<file path="config.mk">
export PLATFORM = sky130hd
export DESIGN_NAME = modbus_rtu_meter_poller
export DESIGN_NICKNAME = d
export VERILOG_FILES = /design/src/design/mrmp_pkg.sv /design/src/design/modbus_rtu_meter_poller.sv
export SDC_FILE = /design/constraint.sdc
export NUM_CORES = 1
export LEC_CHECK = 0
export BUFFER_PORTS_ARGS = -buffer_cell sky130_fd_sc_hd__buf_2
export CAP_MARGIN = 25
export CELL_PAD_IN_SITES_DETAIL_PLACEMENT = 0
export CELL_PAD_IN_SITES_GLOBAL_PLACEMENT = 2
export CORE_ASPECT_RATIO = 1.4
export CORE_UTILIZATION = 39
export DETAILED_ROUTE_END_ITERATION = 16
export PLACE_DENSITY_LB_ADDON = 0.1
export SETUP_SLACK_MARGIN = 0.05
export SLEW_MARGIN = 20
export SYNTH_ARGS = -nofsm -noshare
export SYNTH_HDL_FRONTEND = slang
export SYNTH_SLANG_ARGS = --single-unit
</file>
<file path="constraint.sdc">
create_clock -name clock -period 4.1 [get_ports clock]
set_input_delay 0.205 -clock clock [delete_from_list [all_inputs] [get_ports clock]]
set_output_delay 0.205 -clock clock [all_outputs]
set_load 0.005 [all_outputs]
</file>
<file path="src/design/mrmp_pkg.sv">
// Shared types, codes and the CRC-16 step for the meter poller.
package mrmp_pkg;

   localparam int SLOTS   = 9;
   localparam int CNT_W   = $clog2(SLOTS + 1);
   localparam int REQ_LEN = 8;

   localparam logic [15:0] CRC_INIT = 16'hFFFF;
   localparam logic [15:0] CRC_POLY = 16'hA001;
   localparam logic [7:0]  FC_READ  = 8'h03;
   localparam logic [7:0]  BYTE_CNT = 8'h02;
   localparam logic [7:0]  QTY_HI   = 8'h00;
   localparam logic [7:0]  QTY_LO   = 8'h01;
   localparam logic [7:0]  RX_MAX   = 8'hFF;
   localparam logic [7:0]  REPLY_LEN = 8'd7;

   localparam logic [1:0] FUNC_START   = 2'd0;
   localparam logic [1:0] FUNC_BYTE    = 2'd1;
   localparam logic [1:0] FUNC_EOF     = 2'd2;
   localparam logic [1:0] FUNC_TIMEOUT = 2'd3;

   localparam logic [1:0] REG_INITIAL_SLAVE = 2'd0;
   localparam logic [1:0] REG_ADDRESS       = 2'd1;
   localparam logic [1:0] REG_FREQUENCY     = 2'd2;
   localparam logic [1:0] REG_VOLTAGE       = 2'd3;

   localparam logic [7:0]  RST_INITIAL_SLAVE = 8'd0;
   localparam logic [15:0] RST_ADDRESS       = 16'd272;
   localparam logic [15:0] RST_FREQUENCY     = 16'd304;
   localparam logic [15:0] RST_VOLTAGE       = 16'd305;

   localparam logic [1:0] QTY_ADDRESS   = 2'd0;
   localparam logic [1:0] QTY_FREQUENCY = 2'd1;
   localparam logic [1:0] QTY_VOLTAGE   = 2'd2;

   localparam logic ERR_CRC     = 1'b0;
   localparam logic ERR_TIMEOUT = 1'b1;

   typedef enum logic [1:0] {
      PH_IDLE = 2'd0,
      PH_ADDR = 2'd1,
      PH_FREQ = 2'd2,
      PH_VOLT = 2'd3
   } phase_type;

   typedef enum logic [1:0] {
      KIND_TX     = 2'd0,
      KIND_REPORT = 2'd1,
      KIND_ERROR  = 2'd2,
      KIND_DONE   = 2'd3
   } kind_type;

   typedef enum logic [1:0] {
      SRC_DATA   = 2'd0,
      SRC_CRC_LO = 2'd1,
      SRC_CRC_HI = 2'd2
   } src_type;

   typedef struct packed {
      kind_type    kind;
      src_type     src;
      logic [7:0]  tx_byte;
      logic [1:0]  quantity;
      logic [15:0] value;
      logic        error_code;
      logic        last;
   } slot_type;

   function automatic logic [15:0] crc_feed(input logic [15:0] crc, input logic [7:0] b);
      logic [15:0] c;
      c = crc ^ {8'h00, b};
      for (int i = 0; i < 8; i++) begin
         if (c[0]) begin
            c = (c >> 1) ^ CRC_POLY;
         end else begin
            c = c >> 1;
         end
      end
      return c;
   endfunction

endpackage

</file>
<file path="src/design/modbus_rtu_meter_poller.sv">
// Modbus RTU meter poller: request builder, reply checker and result queue.
// The first result of an item shows in the cycle after it is accepted.
// One item per cycle while the result queue is free; an item that makes
// results waits until the queue drains, one result per ready cycle (up to 9).
// Request CRC bytes come from a CRC register updated as each byte leaves.
// Reset (synchronous, active high) clears phase, reception and queue, and
// returns the configuration registers to their defaults.
module modbus_rtu_meter_poller (
   input  logic        clock,
   input  logic        reset,
   input  logic        req_valid,
   output logic        req_ready,
   input  logic [1:0]  req_func,
   input  logic [7:0]  req_rx_byte,
   output logic        rsp_valid,
   input  logic        rsp_ready,
   output logic [1:0]  rsp_kind,
   output logic [7:0]  rsp_tx_byte,
   output logic [1:0]  rsp_quantity,
   output logic [15:0] rsp_value,
   output logic        rsp_error_code,
   output logic        rsp_last,
   input  logic        csr_psel,
   input  logic        csr_penable,
   input  logic        csr_pwrite,
   input  logic [3:0]  csr_paddr,
   input  logic [31:0] csr_pwdata,
   output logic [31:0] csr_prdata,
   output logic        csr_pready
);

   logic [7:0]  cfg_slave_ff;
   logic [15:0] cfg_addr_ff;
   logic [15:0] cfg_freq_ff;
   logic [15:0] cfg_volt_ff;

   mrmp_pkg::phase_type phase_ff, phase_in;
   logic [7:0]  slave_ff, slave_in;
   logic [7:0]  rxcnt_ff, rxcnt_in;
   logic [15:0] crc_ff, crc_in;
   logic [7:0]  hold_ff [2];
   logic [7:0]  hold_in [2];
   logic [7:0]  hdr_ff [4];
   logic [7:0]  hdr_in [4];

   mrmp_pkg::slot_type slots_ff [mrmp_pkg::SLOTS];
   mrmp_pkg::slot_type slots_in [mrmp_pkg::SLOTS];
   mrmp_pkg::slot_type load_slots [mrmp_pkg::SLOTS];
   logic [mrmp_pkg::CNT_W-1:0] count_ff, count_in, load_count;
   logic [15:0] txcrc_ff, txcrc_in;

   logic        busy, accept, pop, load, queue_free;
   logic        send_req, req_after_report;
   logic [15:0] req_reg;
   logic [7:0]  frame [mrmp_pkg::REQ_LEN];
   logic        crc_ok, shape_ok;
   logic        cfg_write;

   // Configuration port
   assign csr_pready = 1'b1;
   assign cfg_write  = csr_psel && csr_penable && csr_pwrite && csr_pready;

   always_ff @(posedge clock) begin
      if (reset) begin
         cfg_slave_ff <= mrmp_pkg::RST_INITIAL_SLAVE;
         cfg_addr_ff  <= mrmp_pkg::RST_ADDRESS;
         cfg_freq_ff  <= mrmp_pkg::RST_FREQUENCY;
         cfg_volt_ff  <= mrmp_pkg::RST_VOLTAGE;
      end else if (cfg_write) begin
         case (csr_paddr[3:2])
            mrmp_pkg::REG_INITIAL_SLAVE: cfg_slave_ff <= csr_pwdata[7:0];
            mrmp_pkg::REG_ADDRESS:       cfg_addr_ff  <= csr_pwdata[15:0];
            mrmp_pkg::REG_FREQUENCY:     cfg_freq_ff  <= csr_pwdata[15:0];
            mrmp_pkg::REG_VOLTAGE:       cfg_volt_ff  <= csr_pwdata[15:0];
            default: ;
         endcase
      end
   end

   always_comb begin
      case (csr_paddr[3:2])
         mrmp_pkg::REG_INITIAL_SLAVE: csr_prdata = {24'h0, cfg_slave_ff};
         mrmp_pkg::REG_ADDRESS:       csr_prdata = {16'h0, cfg_addr_ff};
         mrmp_pkg::REG_FREQUENCY:     csr_prdata = {16'h0, cfg_freq_ff};
         mrmp_pkg::REG_VOLTAGE:       csr_prdata = {16'h0, cfg_volt_ff};
         default:                     csr_prdata = 32'h0;
      endcase
   end

   // Handshakes
   assign busy       = (phase_ff != mrmp_pkg::PH_IDLE);
   assign rsp_valid  = (count_ff != '0);
   assign pop        = rsp_valid && rsp_ready;
   assign queue_free = (count_ff == '0) ||
                       ((count_ff == mrmp_pkg::CNT_W'(1)) && rsp_ready);
   assign req_ready  = queue_free || (req_func == mrmp_pkg::FUNC_BYTE) ||
                       (!busy && (req_func != mrmp_pkg::FUNC_START));
   assign accept     = req_valid && req_ready;
   assign load       = accept && (load_count != '0);

   assign crc_ok   = (hold_ff[0] == crc_ff[7:0]) && (hold_ff[1] == crc_ff[15:8]);
   assign shape_ok = (rxcnt_ff == mrmp_pkg::REPLY_LEN) && (hdr_ff[0] == mrmp_pkg::FC_READ) &&
                     (hdr_ff[1] == mrmp_pkg::BYTE_CNT);

   // Next state of the reception and the result plan of the accepted item
   always_comb begin
      phase_in         = phase_ff;
      slave_in         = slave_ff;
      rxcnt_in         = rxcnt_ff;
      crc_in           = crc_ff;
      hold_in          = hold_ff;
      hdr_in           = hdr_ff;
      load_count       = '0;
      send_req         = 1'b0;
      req_after_report = 1'b0;
      req_reg          = cfg_addr_ff;
      for (int i = 0; i < mrmp_pkg::SLOTS; i++) begin
         load_slots[i] = '0;
      end

      if (accept) begin
         if (req_func == mrmp_pkg::FUNC_START) begin
            slave_in   = cfg_slave_ff;
            phase_in   = mrmp_pkg::PH_ADDR;
            send_req   = 1'b1;
            req_reg    = cfg_addr_ff;
            load_count = mrmp_pkg::CNT_W'(mrmp_pkg::REQ_LEN);
         end else if (busy) begin
            case (req_func)
               mrmp_pkg::FUNC_BYTE: begin
                  if (rxcnt_ff >= 8'd2) begin
                     crc_in = mrmp_pkg::crc_feed(crc_ff, hold_ff[0]);
                  end
                  hold_in[0] = hold_ff[1];
                  hold_in[1] = req_rx_byte;
                  case (rxcnt_ff)
                     8'd1:    hdr_in[0] = req_rx_byte;
                     8'd2:    hdr_in[1] = req_rx_byte;
                     8'd3:    hdr_in[2] = req_rx_byte;
                     8'd4:    hdr_in[3] = req_rx_byte;
                     default: ;
                  endcase
                  if (rxcnt_ff != mrmp_pkg::RX_MAX) begin
                     rxcnt_in = rxcnt_ff + 8'd1;
                  end
               end
               mrmp_pkg::FUNC_TIMEOUT: begin
                  phase_in                 = mrmp_pkg::PH_IDLE;
                  load_slots[0].kind       = mrmp_pkg::KIND_ERROR;
                  load_slots[0].error_code = mrmp_pkg::ERR_TIMEOUT;
                  load_count               = mrmp_pkg::CNT_W'(1);
               end
               mrmp_pkg::FUNC_EOF: begin
                  if (rxcnt_ff > 8'd2) begin
                     if (!crc_ok) begin
                        phase_in                 = mrmp_pkg::PH_IDLE;
                        load_slots[0].kind       = mrmp_pkg::KIND_ERROR;
                        load_slots[0].error_code = mrmp_pkg::ERR_CRC;
                        load_count               = mrmp_pkg::CNT_W'(1);
                     end else if (shape_ok) begin
                        load_slots[0].kind  = mrmp_pkg::KIND_REPORT;
                        load_slots[0].value = {hdr_ff[2], hdr_ff[3]};
                        case (phase_ff)
                           mrmp_pkg::PH_ADDR: begin
                              slave_in                = hdr_ff[3];
                              load_slots[0].quantity  = mrmp_pkg::QTY_ADDRESS;
                              phase_in                = mrmp_pkg::PH_FREQ;
                              send_req                = 1'b1;
                              req_after_report        = 1'b1;
                              req_reg                 = cfg_freq_ff;
                              load_count = mrmp_pkg::CNT_W'(mrmp_pkg::REQ_LEN + 1);
                           end
                           mrmp_pkg::PH_FREQ: begin
                              load_slots[0].quantity  = mrmp_pkg::QTY_FREQUENCY;
                              phase_in                = mrmp_pkg::PH_VOLT;
                              send_req                = 1'b1;
                              req_after_report        = 1'b1;
                              req_reg                 = cfg_volt_ff;
                              load_count = mrmp_pkg::CNT_W'(mrmp_pkg::REQ_LEN + 1);
                           end
                           default: begin
                              load_slots[0].quantity = mrmp_pkg::QTY_VOLTAGE;
                              load_slots[1].kind     = mrmp_pkg::KIND_DONE;
                              phase_in               = mrmp_pkg::PH_IDLE;
                              load_count             = mrmp_pkg::CNT_W'(2);
                           end
                        endcase
                     end
                  end
               end
               default: ;
            endcase
         end

         if ((req_func != mrmp_pkg::FUNC_BYTE) && (busy || (req_func == mrmp_pkg::FUNC_START)))
         begin
            rxcnt_in = '0;
            crc_in   = mrmp_pkg::CRC_INIT;
            hold_in  = '{default: '0};
            hdr_in   = '{default: '0};
         end
      end

      frame[0] = slave_in;
      frame[1] = mrmp_pkg::FC_READ;
      frame[2] = req_reg[15:8];
      frame[3] = req_reg[7:0];
      frame[4] = mrmp_pkg::QTY_HI;
      frame[5] = mrmp_pkg::QTY_LO;
      frame[6] = 8'h00;
      frame[7] = 8'h00;

      if (send_req) begin
         for (int i = 0; i < mrmp_pkg::REQ_LEN; i++) begin
            if (req_after_report) begin
               load_slots[i+1].kind    = mrmp_pkg::KIND_TX;
               load_slots[i+1].tx_byte = frame[i];
               load_slots[i+1].src     = (i == mrmp_pkg::REQ_LEN - 2) ? mrmp_pkg::SRC_CRC_LO :
                                         (i == mrmp_pkg::REQ_LEN - 1) ? mrmp_pkg::SRC_CRC_HI :
                                                                        mrmp_pkg::SRC_DATA;
            end else begin
               load_slots[i].kind    = mrmp_pkg::KIND_TX;
               load_slots[i].tx_byte = frame[i];
               load_slots[i].src     = (i == mrmp_pkg::REQ_LEN - 2) ? mrmp_pkg::SRC_CRC_LO :
                                       (i == mrmp_pkg::REQ_LEN - 1) ? mrmp_pkg::SRC_CRC_HI :
                                                                      mrmp_pkg::SRC_DATA;
            end
         end
      end

      for (int i = 0; i < mrmp_pkg::SLOTS; i++) begin
         load_slots[i].last = (mrmp_pkg::CNT_W'(i + 1) == load_count);
      end
   end

   // Result queue: load a plan, shift out one result per cycle with rsp_ready
   always_comb begin
      slots_in = slots_ff;
      count_in = count_ff;
      txcrc_in = txcrc_ff;
      if (pop) begin
         for (int i = 0; i < mrmp_pkg::SLOTS - 1; i++) begin
            slots_in[i] = slots_ff[i+1];
         end
         slots_in[mrmp_pkg::SLOTS-1] = '0;
         count_in = count_ff - mrmp_pkg::CNT_W'(1);
         if (slots_ff[0].kind == mrmp_pkg::KIND_TX) begin
            case (slots_ff[0].src)
               mrmp_pkg::SRC_DATA:   txcrc_in = mrmp_pkg::crc_feed(txcrc_ff, slots_ff[0].tx_byte);
               mrmp_pkg::SRC_CRC_HI: txcrc_in = mrmp_pkg::CRC_INIT;
               default: ;
            endcase
         end
      end
      if (load) begin
         slots_in = load_slots;
         count_in = load_count;
      end
   end

   always_ff @(posedge clock) begin
      if (reset) begin
         phase_ff <= mrmp_pkg::PH_IDLE;
         slave_ff <= mrmp_pkg::RST_INITIAL_SLAVE;
         rxcnt_ff <= '0;
         crc_ff   <= mrmp_pkg::CRC_INIT;
         hold_ff  <= '{default: '0};
         hdr_ff   <= '{default: '0};
         slots_ff <= '{default: '0};
         count_ff <= '0;
         txcrc_ff <= mrmp_pkg::CRC_INIT;
      end else begin
         phase_ff <= phase_in;
         slave_ff <= slave_in;
         rxcnt_ff <= rxcnt_in;
         crc_ff   <= crc_in;
         hold_ff  <= hold_in;
         hdr_ff   <= hdr_in;
         slots_ff <= slots_in;
         count_ff <= count_in;
         txcrc_ff <= txcrc_in;
      end
   end

   assign rsp_kind       = slots_ff[0].kind;
   assign rsp_tx_byte    = (slots_ff[0].src == mrmp_pkg::SRC_CRC_LO) ? txcrc_ff[7:0] :
                           (slots_ff[0].src == mrmp_pkg::SRC_CRC_HI) ? txcrc_ff[15:8] :
                                                                       slots_ff[0].tx_byte;
   assign rsp_quantity   = slots_ff[0].quantity;
   assign rsp_value      = slots_ff[0].value;
   assign rsp_error_code = slots_ff[0].error_code;
   assign rsp_last       = slots_ff[0].last;

   a_last_on_final: assert property (@(posedge clock) disable iff (reset)
      (count_ff == mrmp_pkg::CNT_W'(1)) |-> slots_ff[0].last)
      else $error("final queued result lacks last");

   a_load_when_free: assert property (@(posedge clock) disable iff (reset)
      load |-> ((count_ff == '0) || ((count_ff == mrmp_pkg::CNT_W'(1)) && pop)))
      else $error("result plan loaded over pending results");

   a_txcrc_idle: assert property (@(posedge clock) disable iff (reset)
      (count_ff == '0) |-> (txcrc_ff == mrmp_pkg::CRC_INIT))
      else $error("transmit CRC not reinitialized between frames");

endmodule
</file>
==> run metrics <==
outcome finished, final reports clean; die boundary height 205 µm; Synth area leader sky130_fd_sc_hd__dfxtp_1; Most used DFF post-synth sky130_fd_sc_hd__dfxtp_1; final routed wire length divided by cell count 18.6 µm; number of enable-type register cells in the synthesized netlist 0; Max-Slew Margin vs Limit 40.1%; Vias/cell 5.23; worst path arrival time 3.69 ns; largest clock skew in the final design 0.0225 ns; TritonCTS clock tree built; number of routed nets with antenna violations 0; TritonCTS Buffers 26; most common cell type on the critical path sky130_fd_sc_hd__buf_4; Netlist Area Pre-Place 11400 µm²; Final Max Tran Viols 0; final hold vios 0; Residual DRC 0; Static Leak 5.01 nW; starting utilization of the core area 40.0%; ratio of total power to cell area 544 nW/µm²; vias in the first global route 9198; share of the synthesized area in the top cell type 41.6%; Synth warnings 0; overall fraction of global-route tracks in use 22.2%; final critical-path share of the clock period 78.6%; routability congestion estimate from global placement 0.800; total number of nets in the final design 1470; final global-route overflow total 0; clk slew on worst S/H paths 0.07 ns; portion of the post-synthesis area used by sequential elements 41.6%; wire length of the first global-routing pass 52200 µm; Reg power frac 38.5%; largest incremental delay on the critical path 0.58 ns; maximum number of pins on one net before global-route repair 129; worst min-delay path class input port to flop; fraction of power spent switching nets 31.9%; unique cell type count in the Yosys netlist 65; buffers added on ports 82; Clock H-tree levels 1; average footprint of a synthesized cell 8.39 µm²; post-route worst setup slack 0.879 ns; # fillers 2903; Critical path buffers and inverters 2; die area 30000 µm²; CTS max path bufs 3; area of the multi-input gates 5960 µm²; async set-or-reset flop fraction in the synthesized netlist 0%; number of synthesized register bits 238; list of most frequent post-synthesis cells 238 x sky130_fd_sc_hd__dfxtp_1, 217 x sky130_fd_sc_hd__nand2_1, 164 x sky130_fd_sc_hd__nor2_1; most instantiated library cell after synthesis sky130_fd_sc_hd__dfxtp_1; Critical Path, Cell by Cell xnor2_1 -> ha_1 -> and4_1 -> nand2_1 -> nor4_1 -> a211oi_2 -> buf_4 -> nor3_4 -> buf_4 -> a22oi_1 -> nor2_1; nature of the critical path endpoint flop; count of mapped cells out of synthesis 1364; final critical delay including setup and external delays 3.22 ns; vias 9369; unrepaired setup endpoints after global routing false; kind of start point of the critical path flop; site row count 73; Core Box Area 28600 µm²; Required @ worst endpoint 4.57 ns; power share of the combinational group 24.8%; iteration-0 DRC count of the detailed router 473; share of final-layout standard cells stronger than drive strength 1 14.4%; TritonRoute pass-1 iters 5; Cell Int Power 4.82 mW; worst slack at placement 0.834 ns; Sequential Area 4760 µm²; number of sinks on the clock net 238; number of endpoints failing setup at the final stage 0; transition at the pin with the smallest max-transition slack 0.897 ns; largest cells by area after synthesis sky130_fd_sc_hd__dfxtp_1 42%, sky130_fd_sc_hd__nand2_1 7.1%, sky130_fd_sc_hd__nor2_1 5.4%, sky130_fd_sc_hd__mux2i_1 5.0%, sky130_fd_sc_hd__a21oi_1 4.1%; WS Path Type flop to flop; count of inserted antenna diode cells 0; part of the total power dissipated in the clock network 36.7%; number of top-level pins 118; die extent in x 147 µm; Peak supply drop 0.324 mV; Sw Pwr 2.26 mW; cell family with most CP delay simple AND/OR/NAND/NOR gates; buffer type at the clock tree root sky130_fd_sc_hd__clkbuf_16; sum of routed wire length over all layers 33300 µm; insertion delay of the later-clocked pin in the worst-skew pair 0.54 ns; number of violations of the max-capacitance limit 0; Max Clk Rate 0.310 GHz; maximum fanout encountered on the critical timing path 39; number of antenna violations at the first check in global routing 0; cell with the largest stage delay on the worst path sky130_fd_sc_hd__nor4_1; sum of negative setup slack 0 ns; area added between synthesis and finish 13.8%; HPWL reported at the end of detailed placement 22800 µm
-- flip-flops by register name (all words and copies together) (netlist names) --
| register | count |
|---|---|
| cfg_addr_ff | 16 |
| cfg_freq_ff | 16 |
| cfg_slave_ff | 8 |
| cfg_volt_ff | 16 |
| count_ff | 4 |
| crc_ff | 16 |
| hdr_ff | 32 |
| hold_ff | 16 |
| phase_ff | 2 |
| rsp_error_code | 1 |
| rsp_kind | 2 |
| rsp_last | 1 |
| rsp_quantity | 2 |
| rsp_value | 16 |
| rxcnt_ff | 8 |
| slave_ff | 8 |
| slots_ff | 58 |
| txcrc_ff | 16 |
-- path summary, 6_finish.rpt --
path                                 to  slack, ns  depth (start not counted)                  startpoint
max          slots_ff[150]$_SDFFE_PP0P_       0.88                         11     hold_ff[8]$_SDFFE_PP0P_
min             hold_ff[0]$_SDFFE_PP0P_       0.14                          4              req_rx_byte[0]
max reg2reg  slots_ff[150]$_SDFFE_PP0P_       0.88                         11     hold_ff[8]$_SDFFE_PP0P_
min reg2reg  slots_ff[220]$_SDFFE_PP0P_       0.46                          2  slots_ff[188]$_SDFFE_PP0P_
-- per-layer routing --
metal | wire length [µm] | track usage, % | part of all wire [%]
met1 | 14100 | 26.7 | 42
met2 | 17000 | 40.4 | 51
met3 | 983 | 2.03 | 3.0
met4 | 1180 | 8.48 | 3.6
met5 | 0 | 0 | 0
-- cell families after synthesis --
kind of cell             Yosys count  synth area share [%]
adder cells (fa/ha/maj)           19                  2.08
multiplexers                      73                  7.35
AO/OA/AOI/OAI                    305                  17.7
other                              2                0.0656
XOR/XNOR                          47                  3.72
buffers and inverters            157                  6.90
flip-flops                       238                  41.6
AND/OR/NAND/NOR                  523                  20.5
-- worst reg2reg max path: stages (launching register included) --
cell                       delay (ns)
sky130_fd_sc_hd__dfxtp_1         0.33
sky130_fd_sc_hd__xnor2_1         0.35
sky130_fd_sc_hd__ha_1            0.22
sky130_fd_sc_hd__and4_1          0.21
sky130_fd_sc_hd__nand2_1         0.06
sky130_fd_sc_hd__nor4_1          0.58
sky130_fd_sc_hd__a211oi_2        0.26
sky130_fd_sc_hd__buf_4           0.24
sky130_fd_sc_hd__nor3_4          0.17
sky130_fd_sc_hd__buf_4           0.45
sky130_fd_sc_hd__a22oi_1         0.19
sky130_fd_sc_hd__nor2_1          0.12
-- cells in the final DEF (no fill, tap or decap), types with 8 or more instances in the layout --
master                          count
sky130_fd_sc_hd__a211oi_1          19
sky130_fd_sc_hd__a21oi_1           93
sky130_fd_sc_hd__a21oi_2            9
sky130_fd_sc_hd__a221oi_1          10
sky130_fd_sc_hd__a22o_1            22
sky130_fd_sc_hd__a22oi_1           27
sky130_fd_sc_hd__a31oi_1           10
sky130_fd_sc_hd__and2_1            16
sky130_fd_sc_hd__buf_2             81
sky130_fd_sc_hd__buf_4             25
sky130_fd_sc_hd__clkbuf_16         27
sky130_fd_sc_hd__conb_1            17
sky130_fd_sc_hd__dfxtp_1          238
sky130_fd_sc_hd__dlygate4sd3_1     16
sky130_fd_sc_hd__ha_1              19
sky130_fd_sc_hd__inv_1             24
sky130_fd_sc_hd__mux2_2             8
sky130_fd_sc_hd__mux2i_1           57
sky130_fd_sc_hd__mux4_2             8
sky130_fd_sc_hd__nand2_1          216
sky130_fd_sc_hd__nand2b_1          14
sky130_fd_sc_hd__nand3_1           27
sky130_fd_sc_hd__nand3b_1          10
sky130_fd_sc_hd__nor2_1           164
sky130_fd_sc_hd__nor3_1            27
sky130_fd_sc_hd__o21ai_0           52
sky130_fd_sc_hd__o21bai_1          19
sky130_fd_sc_hd__o22ai_1           11
sky130_fd_sc_hd__xnor2_1           33
sky130_fd_sc_hd__xor2_1            13
-- power groups by stage --
| stage | Clock (mW) | Combinational (mW) | Sequential, mW |
|---|---|---|---|
| after floorplan | 0 | 1.34 | 2.72 |
| after global placement | 0 | 1.75 | 2.77 |
| after detailed placement | 0 | 1.76 | 2.78 |
| after CTS | 2.66 | 1.78 | 2.72 |
| after global routing | 2.73 | 1.98 | 2.76 |
| final | 2.60 | 1.75 | 2.73 |
-- repair_timing --
action	in CTS	in global routing
hold buffers	16	0
hold endpoints to repair	56	0
resized for setup	0	0
setup buffers	0	0
-- layout make-up --
class,instances,share of cell area (%)
tap,375,3.60
sequential,238,36.6
multi-input combinational,984,45.8
inverter,24,0.692
clock buffer,35,5.80
timing repair buffer,124,6.02
clock inverter,12,1.50
-- metrics by stage --
step                hold WS [ns]  utilization [%]  std cells  power (mW)  area (µm²)
floorplan                  0.326                -       1379        4.05       11500
global placement           0.446             41.7       1729        4.52       11900
detailed placement         0.450             41.7       1729        4.54       11900
CTS                        0.132             45.6       1792        7.16       13000
global route               0.168             45.6       1792        7.47       13000
finish                     0.143             45.6       1792        7.08       13000
Note: power is estimated with default switching activity, not from simulation.
